==> src/rtl/core/pbt_pkg.sv <==
`default_nettype none
// ----------------------------------------------------------------------------
// pbt_pkg: shared types and constants of the port binding table
// Request and result words, codes, controller states and the command and
// status groups between the controller and the datapath.
// ----------------------------------------------------------------------------
package pbt_pkg;

  // Default sizes
  localparam int PORT_BITS_DEF      = 16;
  localparam int SOCKET_ID_BITS_DEF = 16;

  // Occupancy row: ports per row and summary flags per summary row (log2)
  localparam int COL_BITS      = 6;
  localparam int SUMW_MAX_BITS = 6;

  // Field widths of the request and result words
  localparam int FIELD_W = 16;

  // Configuration register reset values
  localparam logic [FIELD_W-1:0] EPH_LOW_RESET  = 16'd49152;
  localparam logic [FIELD_W-1:0] EPH_HIGH_RESET = 16'd65534;

  // Configuration port
  localparam int CFG_ADDR_BITS = 3;
  localparam int CFG_DATA_W    = 32;

  typedef enum logic [1:0] {
    REQ_LOOKUP    = 2'd0,
    REQ_BIND      = 2'd1,
    REQ_EPHEMERAL = 2'd2,
    REQ_UNBIND    = 2'd3
  } req_e;

  typedef enum logic [1:0] {
    ST_OK        = 2'd0,
    ST_IN_USE    = 2'd1,
    ST_NOT_BOUND = 2'd2
  } status_e;

  typedef struct packed {
    req_e               req_type;
    logic [FIELD_W-1:0] port_number;
    logic [FIELD_W-1:0] socket_handle;
  } pbt_req_t;

  typedef struct packed {
    status_e            status;
    logic [FIELD_W-1:0] bound_port;
    logic [FIELD_W-1:0] found_socket;
  } pbt_rsp_t;

  typedef enum logic [3:0] {
    S_CLEAR,
    S_IDLE,
    S_READ,
    S_CHECK,
    S_SRCH_RD,
    S_SRCH,
    S_SUM_RD,
    S_SUM_WR,
    S_FINISH
  } pbt_state_e;

  // Controller to datapath
  typedef struct packed {
    logic    clr_wr;        // clear one occupancy row, advance sweep
    logic    load;          // capture the accepted request word
    logic    occ_rd;        // read occupancy row and socket entry
    logic    take;          // mark target port bound, store socket
    logic    drop;          // mark request port free
    logic    row_inc;       // step to the next occupancy row
    logic    row_from_sum;  // jump to the row the summary search found
    logic    row_from_top;  // jump to the summary row the top search found
    logic    sum_rd;        // read the summary row of the working row
    logic    sum_wr;        // update summary row and top flag
    logic    set_res;       // latch result code
    status_e res_status;
    logic    res_found;     // report the stored socket
    logic    res_zero_port; // report port zero
    logic    emit;          // load the output register
  } pbt_cmd_t;

  // Datapath to controller
  typedef struct packed {
    req_e req;
    logic clr_done;
    logic bit_set;
    logic free_found;
    logic cand_ok;
    logic win_empty;
    logic last_row;
    logic sum_found;
    logic top_found;
    logic out_busy;
  } pbt_stat_t;

endpackage
`default_nettype wire

==> src/rtl/core/pbt_ctrl.sv <==
`default_nettype none
// ----------------------------------------------------------------------------
// pbt_ctrl: request sequencer of the port binding table
// Runs the clearing sweep after reset, then steps each request through
// occupancy reads, the hierarchical free-port search and the summary update.
// ----------------------------------------------------------------------------
module pbt_ctrl import pbt_pkg::*; (
  input  wire logic      clk_i,
  input  wire logic      rst_ni,
  input  wire logic      in_valid_i,
  output logic           in_ready_o,
  input  wire pbt_stat_t stat_i,
  output pbt_cmd_t       cmd_o
);

  pbt_state_e state_q, state_d;

  // State register
  always_ff @(posedge clk_i or negedge rst_ni) begin
    if (!rst_ni) begin
      state_q <= S_CLEAR;
    end else begin
      state_q <= state_d;
    end
  end

  // Next state and commands
  always_comb begin
    state_d            = state_q;
    cmd_o              = '0;
    cmd_o.res_status   = ST_OK;
    in_ready_o         = 1'b0;
    case (state_q)
      S_CLEAR: begin
        cmd_o.clr_wr = 1'b1;
        if (stat_i.clr_done) begin
          state_d = S_IDLE;
        end
      end
      S_IDLE: begin
        in_ready_o = 1'b1;
        if (in_valid_i) begin
          cmd_o.load = 1'b1;
          state_d    = S_READ;
        end
      end
      S_READ: begin
        cmd_o.occ_rd = 1'b1;
        state_d      = S_CHECK;
      end
      S_CHECK: begin
        cmd_o.set_res = 1'b1;
        case (stat_i.req)
          REQ_LOOKUP: begin
            cmd_o.res_status = stat_i.bit_set ? ST_OK : ST_NOT_BOUND;
            cmd_o.res_found  = stat_i.bit_set;
            state_d          = S_FINISH;
          end
          REQ_BIND: begin
            if (stat_i.bit_set) begin
              cmd_o.res_status = ST_IN_USE;
              state_d          = S_FINISH;
            end else begin
              cmd_o.take = 1'b1;
              state_d    = S_SUM_RD;
            end
          end
          REQ_UNBIND: begin
            cmd_o.drop = 1'b1;
            state_d    = S_SUM_RD;
          end
          default: begin
            // Ephemeral: try the current row, else move on through the summary
            if (!stat_i.win_empty && stat_i.free_found && stat_i.cand_ok) begin
              cmd_o.take = 1'b1;
              state_d    = S_SUM_RD;
            end else if (!stat_i.win_empty && !stat_i.free_found &&
                         !stat_i.last_row) begin
              cmd_o.set_res = 1'b0;
              cmd_o.row_inc = 1'b1;
              state_d       = S_SRCH_RD;
            end else begin
              cmd_o.res_status    = ST_IN_USE;
              cmd_o.res_zero_port = 1'b1;
              state_d             = S_FINISH;
            end
          end
        endcase
      end
      S_SRCH_RD: begin
        cmd_o.sum_rd = 1'b1;
        state_d      = S_SRCH;
      end
      S_SRCH: begin
        if (stat_i.sum_found) begin
          cmd_o.row_from_sum = 1'b1;
          state_d            = S_READ;
        end else if (stat_i.top_found) begin
          cmd_o.row_from_top = 1'b1;
          state_d            = S_SRCH_RD;
        end else begin
          cmd_o.set_res       = 1'b1;
          cmd_o.res_status    = ST_IN_USE;
          cmd_o.res_zero_port = 1'b1;
          state_d             = S_FINISH;
        end
      end
      S_SUM_RD: begin
        cmd_o.sum_rd = 1'b1;
        state_d      = S_SUM_WR;
      end
      S_SUM_WR: begin
        cmd_o.sum_wr = 1'b1;
        state_d      = S_FINISH;
      end
      S_FINISH: begin
        if (!stat_i.out_busy) begin
          cmd_o.emit = 1'b1;
          state_d    = S_IDLE;
        end
      end
      default: begin
        state_d = S_IDLE;
      end
    endcase
  end

endmodule
`default_nettype wire

==> config.mk <==
export PLATFORM = sky130hd
export DESIGN_NAME = pbt_ctrl
export DESIGN_NICKNAME = d
export VERILOG_FILES = /design/src/rtl/core/pbt_pkg.sv /design/src/rtl/core/pbt_ctrl.sv
export SDC_FILE = /design/constraint.sdc
export NUM_CORES = 1
export LEC_CHECK = 0
export ABC_AREA = 0
export BUFFER_PORTS_ARGS = -buffer_cell sky130_fd_sc_hd__clkbuf_2
export CORE_AREA = 2 2 39 41
export CTS_BUF_LIST = sky130_fd_sc_hd__clkbuf_4 sky130_fd_sc_hd__clkbuf_8
export DETAILED_ROUTE_END_ITERATION = 10
export DIE_AREA = 0 0 41 43
export MAX_ROUTING_LAYER = met4
export PLACE_DENSITY = 0.71
export SLEW_MARGIN = 20
export SYNTH_ARGS = -nofsm -noshare
export SYNTH_HDL_FRONTEND = slang
export SYNTH_SLANG_ARGS = --single-unit
==> constraint.sdc <==
create_clock -name clk_i -period 1.81 [get_ports clk_i]
set_input_delay 0.362 -clock clk_i [delete_from_list [all_inputs] [get_ports clk_i]]
set_output_delay 0.362 -clock clk_i [all_outputs]
set_load 0.01 [all_outputs]
==> impl_metrics.csv, run 1 <==
group,metric,value,unit
outcome,status,"complete, but fails checks",
route,drt-total-wl,1320,um
die,die_h,43,um
route,vias,651,
logic_synthesis,synth_top_area_share,20.4,%
layout,drive_above_1_share,49.0,%
min_path,hp-class,"in -> reg",
die,start_util,35.4,%
timing,maxSlewHeadroom,71.5,%
power_and_ir_drop,vdd_drop_max,0.000516,V
layout,diodes,0,
clock_network,clockRootBuffer,"clkbuf_4",
worst_setup_path,cp_cell_sequence,"and4bb_2 > a21bo_2 > nand2_1 > buf_2",
route,antenna_left,0,
clock_network,htreeDepth,1,
clock_network,cts_tree,"built",
logic_synthesis,avgSynthCellArea,7.55,um^2
timing,fin_crit,1.81,ns
logic_synthesis,netlist_top_cells_area,"dfrtp_1 (20%), nor2b_1 (7.7%), and3_1 (6.4%), nand2b_1 (5.1%), nor3_1 (5.1%)",
logic_synthesis,yosys.area.top_type,"dfrtp_1",
die,dieArea,1760,um^2
global_routing,antenna_found_initial,0,
worst_setup_path,setup.worst_path.end_class,"output port",
layout,areaGrowthSynthToFinish,54.1,%
power_and_ir_drop,power.density,1160,nW/um^2
worst_setup_path,worstPathRequired,1.45,ns
place,io_buffers,30,
logic_synthesis,synth-seq-cells,4,
clock_network,cts_buffers,3,
route,drt_iter0_markers,14,
flow_run,cap_violations,0,
timing,final-hold-violation-count,0,
layout,top_register,"state_q",
global_routing,grt_pass1_wl,1980,um
worst_setup_path,crit_path_max_fanout,5,
timing,achievable-frequency,0.552,GHz
logic_synthesis,synthCells,65,
worst_setup_path,crit_family,"flip-flops",
global_routing,overflow,0,
timing,fin_crit_sh,100,%
clock_network,clock_latency,0.24,ns
place,gp_congestion,0.776,
logic_synthesis,synth_fp_nets,79,
layout,largest_reg_flops,4,
place,dp_cells,112,
die,rows,14,
die,die_x,41,um
logic_synthesis,yosysWarnings,0,
logic_synthesis,syn-cell-area,490,um^2
timing,rsz0062_at_grt,"yes",
clock_network,clock_sinks,4,
route,via_per_inst,5.43,
layout,nets,120,
global_routing,first_global_vias,527,
worst_setup_path,cp.arrival,1.45,ns
timing,tightestPinTransition,0.424,ns
clock_network,cts_buffer_depth,2,
worst_setup_path,cp-start-kind,"flip-flop",
global_routing,grt_usage,17.3,%
power_and_ir_drop,leakagePower,0.402,nW
die,ios,31,
die,core,1380,um^2
global_routing,grt_max_degree,9,
timing,fin_setup_tns,-0.000192,ns
worst_setup_path,slowest_delay,0.42,ns
worst_setup_path,crit_path_top_delay_cell,"dfrtp_1",
timing,setup_slack,-0.000192,ns
outcome,violations,"negative setup slack",
clock_network,path_clk_slew,0.04,ns
layout,fin_cells,120,
route,firstDrtPassIters,4,
timing,skew,0.00325,ns
layout,reg_top3,"state_q: 4 flops",
timing,setup_viol,1,
worst_setup_path,path_buf_inv,1,
logic_synthesis,synthDistinctLibCells,28,
route,drc,0,
route,wl_per_cell,11.0,um
place,detailed_place_hpwl,1040,um
logic_synthesis,synth-seq-area-share,20.4,%
worst_setup_path,critPathKind,"reg -> out",
timing,slew_violations,0,
place,place_worst_setup_slack,0.144,ns
[where the power goes]
group          total [W]  switching, W  internal [W]
Clock           0.000112     0.0000377     0.0000742
Sequential      0.000188     0.0000604      0.000128
Combinational   0.000578      0.000288      0.000290
Total           0.000879      0.000386      0.000492
[cells in the final DEF (no fill, tap or decap), drive strengths merged]
| cell | instances |
|---|---|
| a21bo | 1 |
| a21o | 1 |
| a21oi | 1 |
| a22o | 2 |
| a22oi | 1 |
| a32o | 1 |
| and3 | 5 |
| and3b | 1 |
| and4bb | 1 |
| buf | 10 |
| clkbuf | 31 |
| dfrtp | 4 |
| dlygate4sd3 | 1 |
| inv | 3 |
| nand2 | 4 |
| nand2b | 5 |
| nand3 | 2 |
| nand4b | 1 |
| nor2 | 5 |
| nor2b | 6 |
| nor3 | 5 |
| nor4 | 3 |
| o211a | 1 |
| o211ai | 3 |
| o21ai | 3 |
| o221ai | 1 |
| o31ai | 1 |
| or4b | 1 |
[cell families after synthesis]
group | after synthesis | share of synthesized area, %
flip-flops | 4 | 20.4
AND/OR/NAND/NOR | 39 | 48.7
buffers and inverters | 6 | 6.12
AO/OA/AOI/OAI | 16 | 24.7
[cells in the mapped netlist]
master / number
a21bo_2: 1
a21o_1: 1
a21oi_1: 1
a22o_1: 2
a22oi_1: 1
a32o_1: 1
and3_1: 5
and3b_1: 1
and4bb_2: 1
buf_6: 1
clkbuf_1: 2
dfrtp_1: 4
inv_1: 3
nand2_1: 4
nand2b_1: 4
nand2b_4: 1
nand3_1: 2
nand4b_1: 1
nor2_1: 5
nor2b_1: 6
nor3_1: 5
nor4_1: 3
o211a_1: 1
o211ai_1: 3
o21ai_0: 3
o221ai_1: 1
o31ai_1: 1
or4b_4: 1
[per-stage QoR]
| step | util (%) | hold slack (ns) | total power, W | instance area [um^2] |
|---|---|---|---|---|
| 2_1_floorplan | - | 0.0664 | 0.000532 | 490 |
| 3_3_place_gp | 48.6 | 0.168 | 0.000702 | 672 |
| 3_5_place_dp | 48.6 | 0.170 | 0.000706 | 672 |
| 4_1_cts | 52.3 | 0.446 | 0.000846 | 723 |
| 5_1_grt | 54.6 | 0.465 | 0.000954 | 756 |
| 6_report | 54.6 | 0.444 | 0.000879 | 756 |
[worst register-to-register path: stages, from the launching register on]
cell and delay (ns):
dfrtp_1 0.42, buf_4 0.14, buf_4 0.13, nand2b_4 0.06, or4b_4 0.52, a22o_1 0.20
[routing by layer]
metal / track usage [%] / vias to the layer above / part of all wire (%)
li1: - / 324 / -
met1: 19.6 / 288 / 41
met2: 25.9 / 36 / 48
met3: 3.14 / 3 / 9.3
met4: 12.0 / 0 / 2.1
met5: - / - / 0
[final cells by class]
type | count | area, um^2
Tap cell | 16 | 20.0
Timing Repair Buffer | 39 | 220
Clock buffer | 3 | 22.5
Inverter | 3 | 11.3
Multi-Input combinational cell | 55 | 380
Sequential cell | 4 | 101
Fill cell | 139 | 628
[repair_timing]
item,CTS,global route
setup buffers,2,2
resized for setup,2,6
endpoints found under the setup margin,3,6
pin swaps,1,1
endpoints found under the hold margin,4,0
hold buffers,1,0
[final timing paths]
| path | startpoint | to | slack [ns] | cells after the start |
|---|---|---|---|---|
| max | state_q[3] | cmd_o[5] | -0.0002 | 4 |
| min | in_valid_i | state_q[0] | 0.44 | 3 |
| max reg2reg | state_q[3] | state_q[0] | 0.23 | 5 |
| min reg2reg | state_q[0] | state_q[3] | 0.71 | 2 |
| max in group asynchronous | rst_ni | state_q[2] | 1.22 | 2 |
| min in group asynchronous | rst_ni | state_q[3] | 0.46 | 2 |
Power figures use the tool's default switching activity.
==> inputs of run 2 (changes only) <==
--- a/config.mk
+++ b/config.mk
@@ -12,7 +12,7 @@
 export DETAILED_ROUTE_END_ITERATION = 10
 export DIE_AREA = 0 0 41 43
 export MAX_ROUTING_LAYER = met4
-export PLACE_DENSITY = 0.71
+export PLACE_DENSITY = 0.76
 export SLEW_MARGIN = 20
 export SYNTH_ARGS = -nofsm -noshare
 export SYNTH_HDL_FRONTEND = slang
==> run 2 against run 1 <==
Compared with the run above: the run now ends clean; final area is 1.3% lower; sequential share of layout area is 0.52 points higher; count of clock-buffer cells in the layout stayed put; critical path depth stayed put; utilization is 0.72 points lower; die area stayed put; critical path type unchanged; cell count is 2.5% lower; wire length is 7.1% higher; largest power group unchanged; largest cell class unchanged; register-to-register slack hardly changed; via count is 2.0% lower.
==> impl_metrics.csv, run 2 (synthesis gave the netlist of run 1 again) <==
group,metric,value,unit
timing,final-hold-violation-count,0,
timing,fin_setup_tns,0,ns
worst_setup_path,setup.worst_path.end_class,"output port",
route,via_per_inst,5.45,
min_path,whs_endpoint,"state_q[0]",
place,io_buffers,30,
timing,achievable-frequency,0.557,GHz
global_routing,grt_usage,16.9,%
layout,reg_top3,"state_q: 4 flops",
die,die_h,43,um
route,drt-total-wl,1410,um
global_routing,first_global_vias,506,
timing,skew,0.00154,ns
die,core,1380,um^2
place,place_worst_setup_slack,0.132,ns
flow_run,cap_violations,0,
worst_setup_path,r2r-end,"state_q[0]",
route,drc,0,
timing,rsz0062_at_grt,"yes",
timing,tightestPinTransition,0.391,ns
timing,slew_violations,0,
clock_network,clock_sinks,4,
clock_network,cts_tree,"built",
timing,fin_crit,1.80,ns
clock_network,cts_buffers,3,
layout,nets,117,
route,drt_iter0_markers,11,
min_path,holdPathStages,3,
layout,final_util,53.9,%
global_routing,grt_pass1_wl,1980,um
min_path,worstHoldStart,"in_valid_i",
global_routing,grt_max_degree,9,
worst_setup_path,r2r_start,"state_q[2]",
power_and_ir_drop,power.density,1220,nW/um^2
route,wl_per_cell,12.1,um
route,vias,638,
layout,areaGrowthSynthToFinish,52.0,%
clock_network,clock_latency,0.23,ns
clock_network,clockRootBuffer,"clkbuf_4",
die,rows,14,
die,dieArea,1760,um^2
layout,drive_above_1_share,49.5,%
clock_network,htreeDepth,1,
clock_network,cts_buffer_depth,2,
route,firstDrtPassIters,4,
min_path,hp-class,"in -> reg",
layout,top_register,"state_q",
outcome,status,"completed",
clock_network,path_clk_slew,0.04,ns
die,start_util,35.4,%
timing,setup_slack,0.0138,ns
worst_setup_path,worstPathRequired,1.45,ns
die,ios,31,
route,antenna_left,0,
place,gp_congestion,0.714,
layout,final_cell_mix,"clkbuf_2 (27), nor2b_1 (5), and3_1 (5), buf_4 (5)",
place,detailed_place_hpwl,1060,um
layout,final_common_cell,"clkbuf_2",
worst_setup_path,cp.arrival,1.43,ns
worst_setup_path,rr_worst_depth,4,
worst_setup_path,crit_path_max_fanout,5,
power_and_ir_drop,leakagePower,0.387,nW
global_routing,antenna_found_initial,0,
timing,maxSlewHeadroom,73.7,%
timing,setup_viol,0,
layout,largest_reg_flops,4,
timing,fin_crit_sh,99.2,%
worst_setup_path,rrSetupSlack,0.24,ns
power_and_ir_drop,vdd_drop_max,0.000587,V
die,die_x,41,um
worst_setup_path,critPathKind,"reg -> out",
global_routing,overflow,0,
worst_setup_path,cp-start-kind,"flip-flop",
layout,diodes,0,
run 2: layout make-up:
class / instances / area (um^2)
repair buffers: 36 / 204
fillers: 141 / 638
clock buffers: 3 / 22.5
multi-input cells: 55 / 384
flip-flops and latches: 4 / 104
inverters: 3 / 11.3
well taps: 16 / 20.0
run 2: through the flow:
step	instances	power (W)	hold WS [ns]	instance area (um^2)
finish	117	0.000908	0.450	746
global route	117	0.000980	0.474	746
CTS	117	0.000847	0.454	716
detailed placement	111	0.000710	0.170	664
global placement	111	0.000700	0.169	664
floorplan	65	0.000532	0.0664	490
run 2: worst max path at each step:
stage | from | to | slack, ns
CTS | state_q[3] | cmd_o[5] | 0.005
finish | state_q[3] | cmd_o[5] | 0.01
global placement | state_q[2] | cmd_o[3] | 0.15
detailed placement | state_q[2] | cmd_o[3] | 0.13
floorplan | state_q[1] | cmd_o[4] | 0.26
global route | state_q[3] | cmd_o[5] | -0.04
run 2: layer usage:
metal / GRT usage, % / vias to the layer above / routed length, um
met5: - / - / 0
met3: 3.14 / 2 / 132
met2: 26.6 / 32 / 709
li1: - / 317 / -
met1: 19.6 / 287 / 560
met4: 8.00 / 0 / 8
run 2: where the power goes:
group          total, W  leakage [nW]  internal [W]  switching, W
Combinational  0.000606         0.327      0.000303      0.000304
Clock          0.000109        0.0138     0.0000740     0.0000345
Sequential     0.000193        0.0462      0.000132     0.0000618
run 2: critical path: stages (launching register included):
cell and delay, ns:
dfrtp_2 0.43, and4bb_2 0.36, a21bo_4 0.25, nand2_2 0.07
buf_6 0.10
run 2: repair_timing:
item                                    in CTS  in global routing
endpoints found under the hold margin        4                  0
endpoints found under the setup margin       3                  8
pin swaps                                    1                  1
hold buffers                                 1                  0
gates resized for setup                      2                 11
setup buffers                                2                  0
gates cloned                                 0                  0
==> inputs of run 3 (changes only) <==
--- a/config.mk
+++ b/config.mk
@@ -6,7 +6,7 @@
 export NUM_CORES = 1
 export LEC_CHECK = 0
 export ABC_AREA = 0
-export BUFFER_PORTS_ARGS = -buffer_cell sky130_fd_sc_hd__clkbuf_2
+export BUFFER_PORTS_ARGS = -buffer_cell sky130_fd_sc_hd__buf_2
 export CORE_AREA = 2 2 39 41
 export CTS_BUF_LIST = sky130_fd_sc_hd__clkbuf_4 sky130_fd_sc_hd__clkbuf_8
 export DETAILED_ROUTE_END_ITERATION = 10
==> run 3 against run 2 <==
Compared with the run above: combinational power fell by 6.3%; register-to-register slack improved by 0.10 ns; non-clock buffer count up 2; wire length decreased by 4.8%; clock power barely moved; first-iteration DRC count is 36% lower; largest cell class unchanged; worst setup slack improved by 0.0023 ns; maximum frequency is 0.13% higher; utilization is 0.99 points lower.
==> impl_metrics.csv, run 3 (synthesis gave the netlist of run 1 again) <==
group,metric,value,unit
layout,largest_reg_flops,4,
flow_run,cap_violations,0,
power_and_ir_drop,vdd_drop_max,0.000549,V
worst_setup_path,cp.arrival,1.43,ns
worst_setup_path,crit_start,"state_q[3]",
layout,fin_cells,119,
layout,nFillCells,149,
worst_setup_path,slowest_delay,0.42,ns
layout,seqCellArea,103,um^2
timing,rsz0062_at_grt,"yes",
clock_network,clockRootBuffer,"clkbuf_4",
worst_setup_path,crit_family,"flip-flops",
layout,final_cell_mix,"buf_2 (30), buf_4 (7)",
worst_setup_path,critPathKind,"reg -> out",
global_routing,grt_most_used_layer,"met2",
clock_network,clock_latency,0.23,ns
worst_setup_path,crit_path_top_delay_cell,"dfrtp_2",
layout,final_common_cell,"buf_2",
worst_setup_path,worstPathRequired,1.45,ns
route,wl_per_cell,11.3,um
layout,reg_top3,"state_q: 4 flops",
global_routing,first_global_vias,546,
timing,fin_crit_sh,99.1,%
place,gp_congestion,0.768,
power_and_ir_drop,leakagePower,0.399,nW
layout,nets,119,
worst_setup_path,cp_cell_sequence,"and4bb_2 > a21bo_2 > nand2_1 > buf_2",
timing,final-hold-violation-count,0,
clock_network,cts_tree,"built",
die,die_h,43,um
layout,areaGrowthSynthToFinish,49.2,%
clock_network,clock_sinks,4,
clock_network,path_clk_slew,0.04,ns
worst_setup_path,crit_path_max_fanout,4,
die,rows,14,
global_routing,grt_usage,18.0,%
worst_setup_path,cp-start-kind,"flip-flop",
layout,top_register,"state_q",
worst_setup_path,r2r_start,"state_q[0]",
timing,slew_violations,0,
route,drt_iter0_markers,7,
timing,setup_viol,0,
die,ios,31,
route,vias,632,
global_routing,grtUsageMet2,28.1,%
die,die_x,41,um
timing,maxSlewHeadroom,71.7,%
die,start_util,35.4,%
place,dp_cells,113,
outcome,status,"completed",
global_routing,grt_pass1_wl,2110,um
timing,whs,0.461,ns
route,antenna_left,0,
timing,tightestPinTransition,0.420,ns
worst_setup_path,setup.worst_path.end_class,"output port",
clock_network,cts_buffers,3,
global_routing,met3_usage,3.14,%
place,detailed_place_hpwl,1050,um
route,firstDrtPassIters,4,
min_path,worstHoldStart,"in_valid_i",
timing,fin_crit,1.79,ns
route,drc,0,
timing,fin_setup_tns,0,ns
die,dieArea,1760,um^2
power_and_ir_drop,power.density,1170,nW/um^2
route,drt-total-wl,1340,um
global_routing,use_met1,20.7,%
timing,achievable-frequency,0.557,GHz
route,via_per_inst,5.31,
timing,setup_slack,0.0161,ns
min_path,hp-class,"in -> reg",
place,place_worst_setup_slack,0.167,ns
place,io_buffers,30,
clock_network,cts_buffer_depth,2,
global_routing,overflow,0,
global_routing,antenna_found_initial,0,
layout,drive_above_1_share,45.6,%
timing,skew,0.00378,ns
die,core,1380,um^2
global_routing,grt_max_degree,10,
worst_setup_path,path_buf_inv,1,
layout,final_util,52.9,%
layout,multi_input_area,363,um^2
layout,diodes,0,
clock_network,htreeDepth,1,
==> run 3: metrics by stage <==
step                area, um^2  power (W)
floorplan                  490   0.000532
global placement           679   0.000708
detailed placement         679   0.000718
CTS                        728   0.000855
global route               732   0.000936
finish                     732   0.000858
==> run 3: worst paths after layout <==
check                              to  slack, ns  cells after the start
setup / recovery             cmd_o[5]       0.02                      4
hold / removal             state_q[0]       0.46                      3
hold reg to reg            state_q[3]       0.67                      2
setup reg to reg           state_q[0]       0.34                      3
min in group asynchronous  state_q[0]       0.48                      2
max in group asynchronous  state_q[3]       1.20                      2
==> run 3: final cells by class <==
| class | instances | area share (%) |
|---|---|---|
| multi-input cells | 55 | 49.6 |
| repair buffers | 38 | 29.1 |
| flip-flops and latches | 4 | 14.0 |
| clock buffers | 3 | 3.08 |
| well taps | 16 | 2.74 |
| inverters | 3 | 1.54 |
==> run 3: metal layers <==
metal / vias up / routed length, um
met5: - / 0
met1: 275 / 582
li1: 325 / -
met3: 4 / 104
met4: 0 / 34
met2: 28 / 621
==> run 3: report_power, final <==
| part | internal [W] | switching, W | total (W) |
|---|---|---|---|
| Sequential | 0.000130 | 0.0000496 | 0.000180 |
| Clock | 0.0000741 | 0.0000356 | 0.000110 |
| Combinational | 0.000281 | 0.000287 | 0.000568 |
| Total | 0.000486 | 0.000372 | 0.000858 |
==> run 3: timing repair <==
item | in CTS | in global routing
endpoints found under the hold margin | 4 | 0
buffers inserted | 2 | 0
endpoints found under the setup margin | 4 | 9
hold buffers | 1 | 0
pin swaps | 1 | 0
gates resized for setup | 1 | 2
==> run 3: worst reg2reg max path, cell delays in order (launching register included) <==
cell and delay [ns]:
dfrtp_1 0.42, buf_4 0.19, or4b_4 0.55, a22o_1 0.20
